`src/hw/rtl/spim_pkg.sv`:
```
`default_nettype none
package spim_pkg;

    localparam int WORD_W      = 16;
    localparam int IN_TDATA_W  = 24;
    localparam int OUT_TDATA_W = 24;
    localparam int CFG_ADDR_W  = 3;
    localparam int CFG_DATA_W  = 3;

    typedef enum logic [1:0] {
        OP_TICK   = 2'd0,
        OP_WRITE  = 2'd1,
        OP_READ   = 2'd2,
        OP_STATUS = 2'd3
    } op_t;

    localparam logic [CFG_ADDR_W-1:0] CFG_CPOL  = 3'd0;
    localparam logic [CFG_ADDR_W-1:0] CFG_CPHA  = 3'd1;
    localparam logic [CFG_ADDR_W-1:0] CFG_DIV   = 3'd2;
    localparam logic [CFG_ADDR_W-1:0] CFG_FRM16 = 3'd3;
    localparam logic [CFG_ADDR_W-1:0] CFG_EN    = 3'd4;

    // result beat, read_word in the low bits
    typedef struct packed {
        logic              mosi_level;
        logic              sclk_level;
        logic              busy_flag;
        logic              rx_not_empty;
        logic              tx_empty;
        logic [WORD_W-1:0] read_word;
    } res_t;

endpackage
`default_nettype wire

```
`src/hw/rtl/spim_skid.sv`:
```
`default_nettype none
module spim_skid #(
    parameter int DATA_W = 8
) (
    input  wire logic              aclk,
    input  wire logic              aresetn,
    input  wire logic              in_valid,
    output logic                   in_ready,
    input  wire logic [DATA_W-1:0] in_data,
    output logic                   out_valid,
    input  wire logic              out_ready,
    output logic      [DATA_W-1:0] out_data
);

    logic              out_valid_reg;
    logic              skid_valid_reg;
    logic [DATA_W-1:0] out_data_reg;
    logic [DATA_W-1:0] skid_data_reg;

    assign in_ready  = !skid_valid_reg;
    assign out_valid = out_valid_reg;
    assign out_data  = out_data_reg;

    always_ff @(posedge aclk) begin
        if (!aresetn) begin
            out_valid_reg  <= 1'b0;
            skid_valid_reg <= 1'b0;
        end else if (!out_valid_reg || out_ready) begin
            if (skid_valid_reg) begin
                out_valid_reg  <= 1'b1;
                skid_valid_reg <= 1'b0;
            end else begin
                out_valid_reg <= in_valid;
            end
        end else if (in_valid && in_ready) begin
            skid_valid_reg <= 1'b1;
        end
    end

    always_ff @(posedge aclk) begin
        if (!out_valid_reg || out_ready) begin
            out_data_reg <= skid_valid_reg ? skid_data_reg : in_data;
        end else if (in_valid && in_ready) begin
            skid_data_reg <= in_data;
        end
    end

endmodule
`default_nettype wire

```
`src/hw/rtl/spim_core.sv`:
```
`default_nettype none
module spim_core #(
    parameter int MAX_FRAME_BITS = 16
) (
    input  wire logic                                aclk,
    input  wire logic                                aresetn,
    input  wire logic                                cfg_wr_en,
    input  wire logic [spim_pkg::CFG_ADDR_W-1:0]     cfg_addr,
    input  wire logic [spim_pkg::CFG_DATA_W-1:0]     cfg_wdata,
    input  wire logic                                adv,
    input  wire spim_pkg::op_t                       opcode,
    input  wire logic [spim_pkg::WORD_W-1:0]         write_word,
    input  wire logic                                miso_bit,
    output spim_pkg::res_t                           res
);
    import spim_pkg::*;

    localparam int FW    = MAX_FRAME_BITS;
    localparam int EDGEW = $clog2(2 * MAX_FRAME_BITS + 1);
    localparam logic [FW-1:0] MASK8 = FW'(8'hFF);

    logic          cpol_reg, cpha_reg, frm16_reg, en_reg;
    logic [2:0]    div_reg;

    logic [FW-1:0]    txh_reg, txh_next;
    logic             txf_reg, txf_next;
    logic [FW-1:0]    sh_reg, sh_next;
    logic [FW-1:0]    rxh_reg, rxh_next;
    logic             rxf_reg, rxf_next;
    logic [EDGEW-1:0] edge_reg, edge_next;
    logic [7:0]       tdiv_reg, tdiv_next;
    logic             clk_reg, clk_next;
    logic             act_reg, act_next;
    logic             smp_reg, smp_next;

    logic [FW-1:0]    mask;
    logic [EDGEW-1:0] last_edge;
    logic [8:0]       half;
    logic             odd, last;
    logic [WORD_W-1:0] rd;

    assign mask      = frm16_reg ? {FW{1'b1}} : MASK8;
    assign last_edge = frm16_reg ? EDGEW'(2 * MAX_FRAME_BITS) : EDGEW'(16);
    assign half      = 9'd1 << div_reg;

    always_comb begin
        txh_next  = txh_reg;
        txf_next  = txf_reg;
        sh_next   = sh_reg;
        rxh_next  = rxh_reg;
        rxf_next  = rxf_reg;
        edge_next = edge_reg;
        tdiv_next = tdiv_reg;
        clk_next  = clk_reg;
        act_next  = act_reg;
        smp_next  = smp_reg;
        odd       = 1'b0;
        last      = 1'b0;
        rd        = '0;
        case (opcode)
            OP_TICK: begin
                if (!en_reg) begin
                    act_next  = 1'b0;
                    edge_next = '0;
                    tdiv_next = '0;
                    clk_next  = cpol_reg;
                end else if (!act_reg) begin
                    clk_next = cpol_reg;
                    if (txf_reg) begin
                        sh_next   = txh_reg & mask;
                        txf_next  = 1'b0;
                        act_next  = 1'b1;
                        edge_next = '0;
                        tdiv_next = '0;
                        smp_next  = 1'b0;
                    end
                end else if ({1'b0, tdiv_reg} + 9'd1 >= half) begin
                    // serial clock edge
                    tdiv_next = '0;
                    edge_next = edge_reg + EDGEW'(1);
                    clk_next  = !clk_reg;
                    odd       = edge_next[0];
                    last      = edge_next >= last_edge;
                    if (cpha_reg ? !odd : odd) begin
                        smp_next = miso_bit;
                    end
                    if (cpha_reg ? ((odd && edge_next > EDGEW'(1)) || last) : !odd) begin
                        sh_next = {sh_reg[FW-2:0], smp_next};
                    end
                    if (last) begin
                        rxh_next  = sh_next & mask;
                        rxf_next  = 1'b1;
                        act_next  = 1'b0;
                        edge_next = '0;
                        clk_next  = cpol_reg;
                    end
                end else begin
                    tdiv_next = tdiv_reg + 8'd1;
                end
            end
            OP_WRITE: begin
                txh_next = write_word[FW-1:0] & mask;
                txf_next = 1'b1;
            end
            OP_READ: begin
                rd       = WORD_W'(rxh_reg);
                rxf_next = 1'b0;
            end
            default: ;
        endcase
    end

    always_comb begin
        res.read_word    = rd;
        res.tx_empty     = !txf_next;
        res.rx_not_empty = rxf_next;
        res.busy_flag    = act_next;
        res.sclk_level   = clk_next;
        res.mosi_level   = act_next && (frm16_reg ? sh_next[FW-1] : sh_next[7]);
    end

    always_ff @(posedge aclk) begin
        if (!aresetn) begin
            cpol_reg  <= 1'b0;
            cpha_reg  <= 1'b0;
            div_reg   <= '0;
            frm16_reg <= 1'b0;
            en_reg    <= 1'b0;
        end else if (cfg_wr_en) begin
            case (cfg_addr)
                CFG_CPOL:  cpol_reg  <= cfg_wdata[0];
                CFG_CPHA:  cpha_reg  <= cfg_wdata[0];
                CFG_DIV:   div_reg   <= cfg_wdata[2:0];
                CFG_FRM16: frm16_reg <= cfg_wdata[0];
                CFG_EN:    en_reg    <= cfg_wdata[0];
                default: ;
            endcase
        end
    end

    always_ff @(posedge aclk) begin
        if (!aresetn) begin
            txh_reg  <= '0;
            txf_reg  <= 1'b0;
            sh_reg   <= '0;
            rxh_reg  <= '0;
            rxf_reg  <= 1'b0;
            edge_reg <= '0;
            tdiv_reg <= '0;
            clk_reg  <= 1'b0;
            act_reg  <= 1'b0;
            smp_reg  <= 1'b0;
        end else if (adv) begin
            txh_reg  <= txh_next;
            txf_reg  <= txf_next;
            sh_reg   <= sh_next;
            rxh_reg  <= rxh_next;
            rxf_reg  <= rxf_next;
            edge_reg <= edge_next;
            tdiv_reg <= tdiv_next;
            clk_reg  <= clk_next;
            act_reg  <= act_next;
            smp_reg  <= smp_next;
        end else if (cfg_wr_en && !act_reg && (cfg_addr inside {[CFG_CPOL:CFG_EN]})) begin
            // idle clock line follows polarity
            clk_reg <= (cfg_addr == CFG_CPOL) ? cfg_wdata[0] : cpol_reg;
        end
    end

endmodule
`default_nettype wire

```
`src/hw/rtl/spi_master_controller.sv`:
```
// SPI master controller, driver view.
// Input stream (s_axis_*): one beat per bus access or peripheral tick:
//   opcode 0 tick, 1 write data register, 2 read data register, 3 read status.
// Result stream (m_axis_*): exactly one beat per input beat, in order, with
//   read data (reads only, else zero), buffer flags, busy, SCLK and MOSI levels.
// Config port: cfg_wr_en/cfg_addr/cfg_wdata, write-only, one register per
//   cycle: 0 CPOL, 1 CPHA, 2 divider code, 3 16-bit frames, 4 enable.
//   Write only while no beat is in flight.
// Throughput: one beat per cycle sustained while m_axis_tready stays
//   high. An accepted beat sits in the input register while the update
//   logic computes the new state; the result is then registered into the
//   output register, or into the skid register while the output is held,
//   and leaves from there.
// Stall: a skid stage behind the output register keeps s_axis_tready high
//   for one extra beat after m_axis_tready drops; then the input holds.
// Reset (aresetn low, synchronous): config, buffers, shifter and flags
//   clear, SCLK idles low, both streams empty.
// Serial timing: one SCLK edge every 2^divider_code ticks, MSB first.
`default_nettype none
module spi_master_controller #(
    parameter int MAX_FRAME_BITS = 16
) (
    input  wire logic                                 aclk,
    input  wire logic                                 aresetn,
    // config write port
    input  wire logic                                 cfg_wr_en,
    input  wire logic [spim_pkg::CFG_ADDR_W-1:0]      cfg_addr,
    input  wire logic [spim_pkg::CFG_DATA_W-1:0]      cfg_wdata,
    // input beats
    input  wire logic                                 s_axis_tvalid,
    output logic                                      s_axis_tready,
    // [1:0] opcode, [17:2] write_word, [18] miso_bit, [23:19] zero
    input  wire logic [spim_pkg::IN_TDATA_W-1:0]      s_axis_tdata,
    // result beats
    output logic                                      m_axis_tvalid,
    input  wire logic                                 m_axis_tready,
    // [15:0] read_word, [16] tx_empty, [17] rx_not_empty, [18] busy_flag,
    // [19] sclk_level, [20] mosi_level, [23:21] zero
    output logic      [spim_pkg::OUT_TDATA_W-1:0]     m_axis_tdata
);
    import spim_pkg::*;

    localparam int RES_W = $bits(res_t);

    // input register
    logic              in_vld_reg;
    op_t               op_reg;
    logic [WORD_W-1:0] word_reg;
    logic              miso_reg;

    logic              sk_ready;
    logic              adv;
    res_t              res;
    logic [RES_W-1:0]  out_res;

    assign adv           = in_vld_reg && sk_ready;
    assign s_axis_tready = !in_vld_reg || sk_ready;

    always_ff @(posedge aclk) begin
        if (!aresetn) begin
            in_vld_reg <= 1'b0;
        end else if (s_axis_tready) begin
            in_vld_reg <= s_axis_tvalid;
        end
    end

    always_ff @(posedge aclk) begin
        if (s_axis_tvalid && s_axis_tready) begin
            op_reg   <= op_t'(s_axis_tdata[1:0]);
            word_reg <= s_axis_tdata[17:2];
            miso_reg <= s_axis_tdata[18];
        end
    end

    // state update; commits when the beat moves to the output side
    spim_core #(
        .MAX_FRAME_BITS(MAX_FRAME_BITS)
    ) u_core (
        .aclk       (aclk),
        .aresetn    (aresetn),
        .cfg_wr_en  (cfg_wr_en),
        .cfg_addr   (cfg_addr),
        .cfg_wdata  (cfg_wdata),
        .adv        (adv),
        .opcode     (op_reg),
        .write_word (word_reg),
        .miso_bit   (miso_reg),
        .res        (res)
    );

    // result register plus skid
    spim_skid #(
        .DATA_W(RES_W)
    ) u_skid (
        .aclk      (aclk),
        .aresetn   (aresetn),
        .in_valid  (in_vld_reg),
        .in_ready  (sk_ready),
        .in_data   (res),
        .out_valid (m_axis_tvalid),
        .out_ready (m_axis_tready),
        .out_data  (out_res)
    );

    assign m_axis_tdata = {(OUT_TDATA_W - RES_W)'(0), out_res};

    // a data write always leaves the transmit buffer full
    a_write_fills: assert property (@(posedge aclk) disable iff (!aresetn)
        adv && op_reg == OP_WRITE |-> !res.tx_empty)
        else $error("tx_empty set after data write");

    // read data only on data reads
    a_read_zero: assert property (@(posedge aclk) disable iff (!aresetn)
        adv && op_reg != OP_READ |-> res.read_word == '0)
        else $error("read_word nonzero on non-read beat");

    // MOSI idles low when no frame is shifting
    a_mosi_idle: assert property (@(posedge aclk) disable iff (!aresetn)
        in_vld_reg && !res.busy_flag |-> !res.mosi_level)
        else $error("mosi high while not busy");

    // a held input beat is not lost while the output side is full
    a_hold_beat: assert property (@(posedge aclk) disable iff (!aresetn)
        in_vld_reg && !sk_ready |=> in_vld_reg && $stable(word_reg))
        else $error("input beat dropped under stall");

endmodule
`default_nettype wire

```
`config.mk`:
```
export PLATFORM = sky130hd
export DESIGN_NAME = spi_master_controller
export DESIGN_NICKNAME = d
export VERILOG_FILES = /design/src/hw/rtl/spim_pkg.sv /design/src/hw/rtl/spim_skid.sv /design/src/hw/rtl/spim_core.sv /design/src/hw/rtl/spi_master_controller.sv
export SDC_FILE = /design/constraint.sdc
export NUM_CORES = 1
export LEC_CHECK = 0
export ABC_AREA = 1
export BUFFER_PORTS_ARGS = -buffer_cell sky130_fd_sc_hd__buf_2
export CAP_MARGIN = 10
export CORE_UTILIZATION = 45
export CTS_CLUSTER_SIZE = 40
export DETAILED_ROUTE_END_ITERATION = 7
export HOLD_SLACK_MARGIN = 0.05
export MAX_ROUTING_LAYER = met4
export PLACE_DENSITY_LB_ADDON = 0.3
export REMOVE_ABC_BUFFERS = 1
export SLEW_MARGIN = 20
export SYNTH_ARGS = -nofsm -noshare
export SYNTH_HDL_FRONTEND = slang
export SYNTH_SLANG_ARGS = --single-unit
```
`constraint.sdc`:
```
create_clock -name aclk -period 4.65 [get_ports aclk]
set_clock_uncertainty 0.1 [all_clocks]
set_input_delay 0.465 -clock aclk [delete_from_list [all_inputs] [get_ports aclk]]
set_output_delay 0.465 -clock aclk [all_outputs]
set_load 0.01 [all_outputs]
```
# Yosys cells after proc, flatten, opt, wreduce, memory -nomap -nowiden
# Index checks and enable logic that the tools add are counted.
[totals]
regBits = 138
inputBits = 35
out_inout_bits = 26
word_cells = 132
[op_classes]
n_addsub = 3
magnitude_cmp = 5
eq_ne = 9
shifts = 1
muxes = 53
bitwise = 5
n_reduce_logical = 32
[op_table]
columns = ["cell", "count"]
rows = [
  ["two-way mux 16 bit", 12],
  ["bitwise AND 16 bit", 3],
  ["two-way mux 6 bit", 6],
  ["two-way mux 8 bit", 4],
  ["two-way mux 1 bit", 28],
  ["two-way mux 21 bit", 1],
  ["AND reduction 2 bit", 6],
  ["adder 8 x 1 -> 9 bit (second input constant)", 1],
  [">= comparator 9 bit", 1],
  ["<< shifter 1 x 3 -> 9 bit (first input constant)", 1],
  ["adder 8 x 1 -> 8 bit (second input constant)", 1],
  ["logical AND 1 bit", 7],
  ["zero test 1 bit", 7],
  ["adder 6 x 1 -> 6 bit (second input constant)", 1],
  ["equality test 3 x 2 -> 1 bit (second input constant)", 2],
  [">= comparator 6 bit", 1],
  ["> comparator 6 x 1 -> 1 bit (second input constant)", 1],
  ["!= test 3 bit (second input constant)", 2],
  ["AND reduction 6 bit", 1],
  ["AND reduction 5 bit", 1],
  ["one-hot mux 1 bit (2 select lines)", 2],
  ["AND reduction 4 bit", 1],
  ["nonzero test 2 bit", 2],
  ["equality test 3 x 1 -> 1 bit (second input constant)", 1],
  ["other kinds (12)", 15],
]

# Longest topological paths before layout
[logic_depth]
depth_word = 17
ltp_mapped = 22
depth_no_buf = 22

# Cells and area by module
# Synthesis repeated with hierarchy kept, for this count alone.
[hier_totals]
cells_unflattened = 788
area_unflattened_um2 = 6590.1
[by_module_without_submodules]
columns = ["module", "instances", "cells_each", "area_each_um2", "seq_area_each_um2"]
rows = [
  ["spim_core", 1, 635, 4319.1, 1481.4],
  ["spim_skid", 1, 121, 1615.3, 1301.2],
  ["spi_master_controller", 1, 32, 655.6, 590.6],
]

# Least setup slack after synthesis
# Ideal clock, no wire load.
[synth_path]
path_kind = "register to register"
startpoint = "register u_core.tdiv_reg[0]"
endpoint = "register u_skid.skid_data_reg[20] (data pin)"
setup_ns = 0.255
t_arrival_ns = 2.497
path_slack_ns = 1.798
stages_incl_launch_ff = 20
n_path_buf = 0
synth_period_minus_slack_ns = 2.852
cell_sequence = "dfxtp_1 > ha_1 > nand2_1 > nor2_2 > nand3_1 > xor2_1 > inv_1 > ha_1 > a21o_1 > nand3_2 > nand2_2 > nor2_4 > nand3_4 > nand2_8 > inv_2 > nor2_2 > nand2_1 > nand2_1 > nand2_1 > and3_1"
[synth_rtl]
columns = ["item", "line_no", "source"]
rows = [
  ["start, declared", "spim_core.sv:31", "logic [7:0] tdiv_reg, tdiv_next;"],
  ["start signal, assigned", "spim_core.sv:160", "tdiv_reg <= tdiv_next;"],
  ["end signal, assigned", "spim_skid.sv:44", "skid_data_reg <= in_data;"],
  ["end, declared", "spim_skid.sv:18", "logic [DATA_W-1:0] skid_data_reg;"],
]

# Worst setup path after layout
[layout_path]
startpoint = "register u_core.tdiv_reg[0]"
endpoint = "register u_skid.out_data_reg[20] (netlist: u_skid.out_data[20]) (data pin)"
[layout_via]
elab_chain_cells = 9
[layout_rtl]
columns = ["item", "line_no", "source"]
rows = [
  ["adder 8 x 1 -> 9 bit *", "spim_core.sv:77", "end else if ({1'b0, tdiv_reg} + 9'd1 >= half) begin"],
  [">= comparator 9 bit *", "spim_core.sv:77", ""],
  ["two-way mux 16 bit", "spim_core.sv:77", ""],
  ["two-way mux 16 bit", "spim_core.sv:67", "end else if (!act_reg) begin"],
  ["two-way mux 16 bit", "spim_core.sv:62", "if (!en_reg) begin"],
  ["two-way mux 16 bit", "spim_core.sv:60", "case (opcode)"],
  ["two-way mux 1 bit", "spim_core.sv:119", "res.mosi_level = act_next && (frm16_reg ? sh_next[FW-1] : sh_next[7]);"],
  ["logical AND 1 bit *", "spim_core.sv:119", ""],
  ["two-way mux 21 bit *", "spim_skid.sv:42", "out_data_reg <= skid_valid_reg ? skid_data_reg : in_data;"],
  ["end signal, assigned", "spim_skid.sv:42", ""],
  ["end, declared", "spim_skid.sv:17", "logic [DATA_W-1:0] out_data_reg;"],
]
# Every way passes the cells marked *; elsewhere a longest branch is shown, timed or not. The select of a mux whose other input is x is not followed.
# A chain may end at the register's enable or synchronous reset.

==> impl_metrics.csv <==
group,metric,value,unit
synthesis,async_flop_share,0,%
power_and_ir_drop,p_per_area,367.7,nW/µm²
synthesis,yosysTopAreaCellShare,28.73,%
placement,gp_congestion,0.9169,
clocking,numCtsBuffers,17,
worst_hold_path,whs_path_depth,1,
timing,setup_slack,1.304,ns
grt,grt_pass1_vias,4567,
synthesis,synth_area_per_cell,8.673,µm²
worst_hold_path,min_to,"word_reg[1]$_DFFE_PP_",
setup_path,cp-end-kind,"flip-flop",
timing,tns,0,ns
grt,grt.total_usage,18.41,%
final_layout,multi_input_area,2542,µm²
timing,hold-worst-slack,0.1116,ns
clocking,htree_levels,4,
clocking,cts.clk_slew.worst_paths,0.06,ns
final_layout,drive_above_1_share,15.06,%
final_layout,fill_cells,1240,
timing,max_slew_margin,42.52,%
clocking,cts_tree,"built",
drt,routed_wl,12400,µm
power_and_ir_drop,power.leakage,2.966,nW
synthesis,netlist_area,6375,µm²
final_layout,regArea,3373,µm²
clocking,post-cts-setup-buffers,0,
setup_path,critPathRequiredTime,4.72,ns
final_layout,final_nets,832,
synthesis,synth_cells,735,
clocking,cts_num_sinks,138,
timing,worst_pin_slew,0.8613,ns
setup_path,r2r_cells,20,
drt,drc_errors,0,
setup_path,r2r_start,"u_core.tdiv_reg[0]$_SDFFE_PN0P_",
clocking,cts.repair.resized,0,
drt,route.vias.total,4924,
floorplan,start_util,46.10,%
power_and_ir_drop,ir_drop,0.2554,mV
floorplan,std_cell_rows,43,
timing,slew_violations,0,
placement,dp_slack,1.356,ns
setup_path,startpoint_type,"flip-flop",
drt,drt_iter0_drc,345,
timing,post-route-min-period,3.346,ns
placement,portBuffers,52,
synthesis,ys_types,45,
clocking,insertion_delay,0.42,ns
floorplan,die-area,14650,µm²
worst_hold_path,hp-class,"input pin to flip-flop",
drt,drtAntennaViolNets,0,
final_layout,num_antenna_cells,0,
placement,hpwl,8726,µm
synthesis,yosysSeqAreaShare,52.91,%
timing,max_freq,0.2988,GHz
synthesis,synth.most_common_cell,"nand2_1",
synthesis,synth_top_area_cell,"edfxtp_1",
floorplan,die_h,121.0,µm
clocking,cts.path.max_buffers,2,
clocking,cts_hold_buffers,0,
timing,hold_violations,0,
final_layout,synthToLayoutAreaGrowth,14.47,%
setup_path,r2r_end,"u_skid.out_data[20]$_DFFE_PP_",
drt,drtPass1Iterations,5,
floorplan,die_x,121.0,µm
setup_path,arrival,3.41,ns
grt,gr-total-overflow,0,
timing,rsz0062_at_grt,"false",
floorplan,core,13830,µm²
power_and_ir_drop,power,0.002683,W
grt,grt_max_degree,44,
synthesis,synth_edf_count,61,
worst_hold_path,hold_start,"s_axis_tdata[3]",
clocking,root_buffer,"clkbuf_16",
drt,viasPerCell,5.040,
synthesis,ys_warn_count,0,
synthesis,synth.area.top_cells,"edfxtp_1 (29%), dfxtp_1 (24%), nand2_1 (8.4%)",
synthesis,ys.flop_type,"dfxtp_1",
grt,grt_pass1_wl,20590,µm
synthesis,ys_ff_latch,138,
drt,wire_per_inst,12.70,µm
job,cap_violations,0,
outcome,status,"completed",
setup_path,rrSetupSlack,1.30,ns
setup_path,crit_type,"flip-flop to flip-flop",
setup_path,path_max_fanout,15,
synthesis,synth_common_cells,"nand2_1 (143), nor2_1 (84), a21oi_1 (82)",
timing,setup_violations,0,
floorplan,ios,61,
timing,finalCritPeriodShare,71.96,%
grt,grt_antenna_before_repair,0,
critical path, cell delays in order, from the launching register on:
cell,delay (ns)
dfxtp_1,0.41
ha_1,0.21
nand2_1,0.08
nor2_2,0.18
nand3_1,0.13
xor2_1,0.16
inv_1,0.09
ha_1,0.33
a21o_1,0.20
nand3_2,0.07
nand2_2,0.06
nor2_4,0.13
nand3_4,0.14
nand2_8,0.17
inv_2,0.10
nor2_2,0.12
nand2_1,0.06
nand2_1,0.08
nand2_1,0.08
nand4_1,0.12
nand2_1,0.06
per-layer routing:
metal  track usage (%)  vias up  wire length [µm]  part of all wire, %
met5                 -        -                 0                    0
met4             7.870        0               216                  1.7
met3             4.464       18               590                  4.8
met2             28.50      126              5607                   45
met1             22.97     2231              5989                   48
li1                  -     2549                 -                    -
through the flow:
| step | instance area (µm²) | std cells | util (%) |
|---|---|---|---|
| 2_1_floorplan | 6211 | 708 | - |
| 3_3_place_gp | 6738 | 945 | 48.73 |
| 3_5_place_dp | 6738 | 945 | 48.73 |
| 4_1_cts | 7289 | 977 | 52.72 |
| 5_1_grt | 7297 | 977 | 52.77 |
| 6_report | 7297 | 977 | 52.77 |
final cells by class:
cell class	count	area share (%)
clock buffers	27	7.116
flip-flops and latches	138	46.23
inverters	81	4.201
multi-input cells	489	34.84
repair buffers	57	4.081
clock inverters	5	0.4458
well taps	180	3.086
report_power, final:
group / switching (W) / internal, W / leakage [nW] / total, W
logic: 0.0000948 / 0.0000461 / 1.44 / 0.000141
registers: 0.0000147 / 0.00129 / 1.25 / 0.00131
clock network: 0.000469 / 0.000764 / 0.273 / 0.00123
worst max path at each step:
stage                                          startpoint                            endpoint  cells past startpoint
after floorplan           u_core.tdiv_reg[0]$_SDFFE_PN0P_  u_skid.skid_data_reg[20]$_DFFE_PP_                     19
after global placement    u_core.tdiv_reg[0]$_SDFFE_PN0P_       u_skid.out_data[20]$_DFFE_PP_                     20
after global routing      u_core.tdiv_reg[0]$_SDFFE_PN0P_     u_core.rxh_reg[10]$_SDFFE_PN0P_                     18
after detailed placement  u_core.tdiv_reg[0]$_SDFFE_PN0P_     u_core.rxh_reg[11]$_SDFFE_PN0P_                     20
final                     u_core.tdiv_reg[0]$_SDFFE_PN0P_       u_skid.out_data[20]$_DFFE_PP_                     20
after CTS                 u_core.tdiv_reg[0]$_SDFFE_PN0P_     u_core.rxh_reg[11]$_SDFFE_PN0P_                     20
cells in the final DEF (no fill, tap or decap), drive strengths merged:
master and n:
nand2 149, nor2 91, a21oi 85, inv 78, dfxtp 77, o21ai 62
edfxtp 61, buf 57, nand3 38, clkbuf 27, ha 13, nand4 9
clkinv 8, a211oi 5, a31oi 5, mux2i 5, nor3 5, xor2 5
conb 3, and3 2, a21o 2, xnor2 2, nor4 2, a31o 1
o31ai 1, o21bai 1, o21a 1, a22oi 1, or2 1
kinds of logic after synthesis:
group / after synthesis / share of synthesized area [%]
AOI/OAI and AO/OA: 164 / 13.92
buffers and inverters: 110 / 7.498
muxes: 5 / 0.7851
xor gates and xnor gates: 7 / 1.080
other: 1 / 0.05882
adders and majority gates: 13 / 2.552
and+or+nand+nor: 297 / 21.20
DFF: 138 / 52.91
No activity file was read; power rests on OpenSTA's default activity.
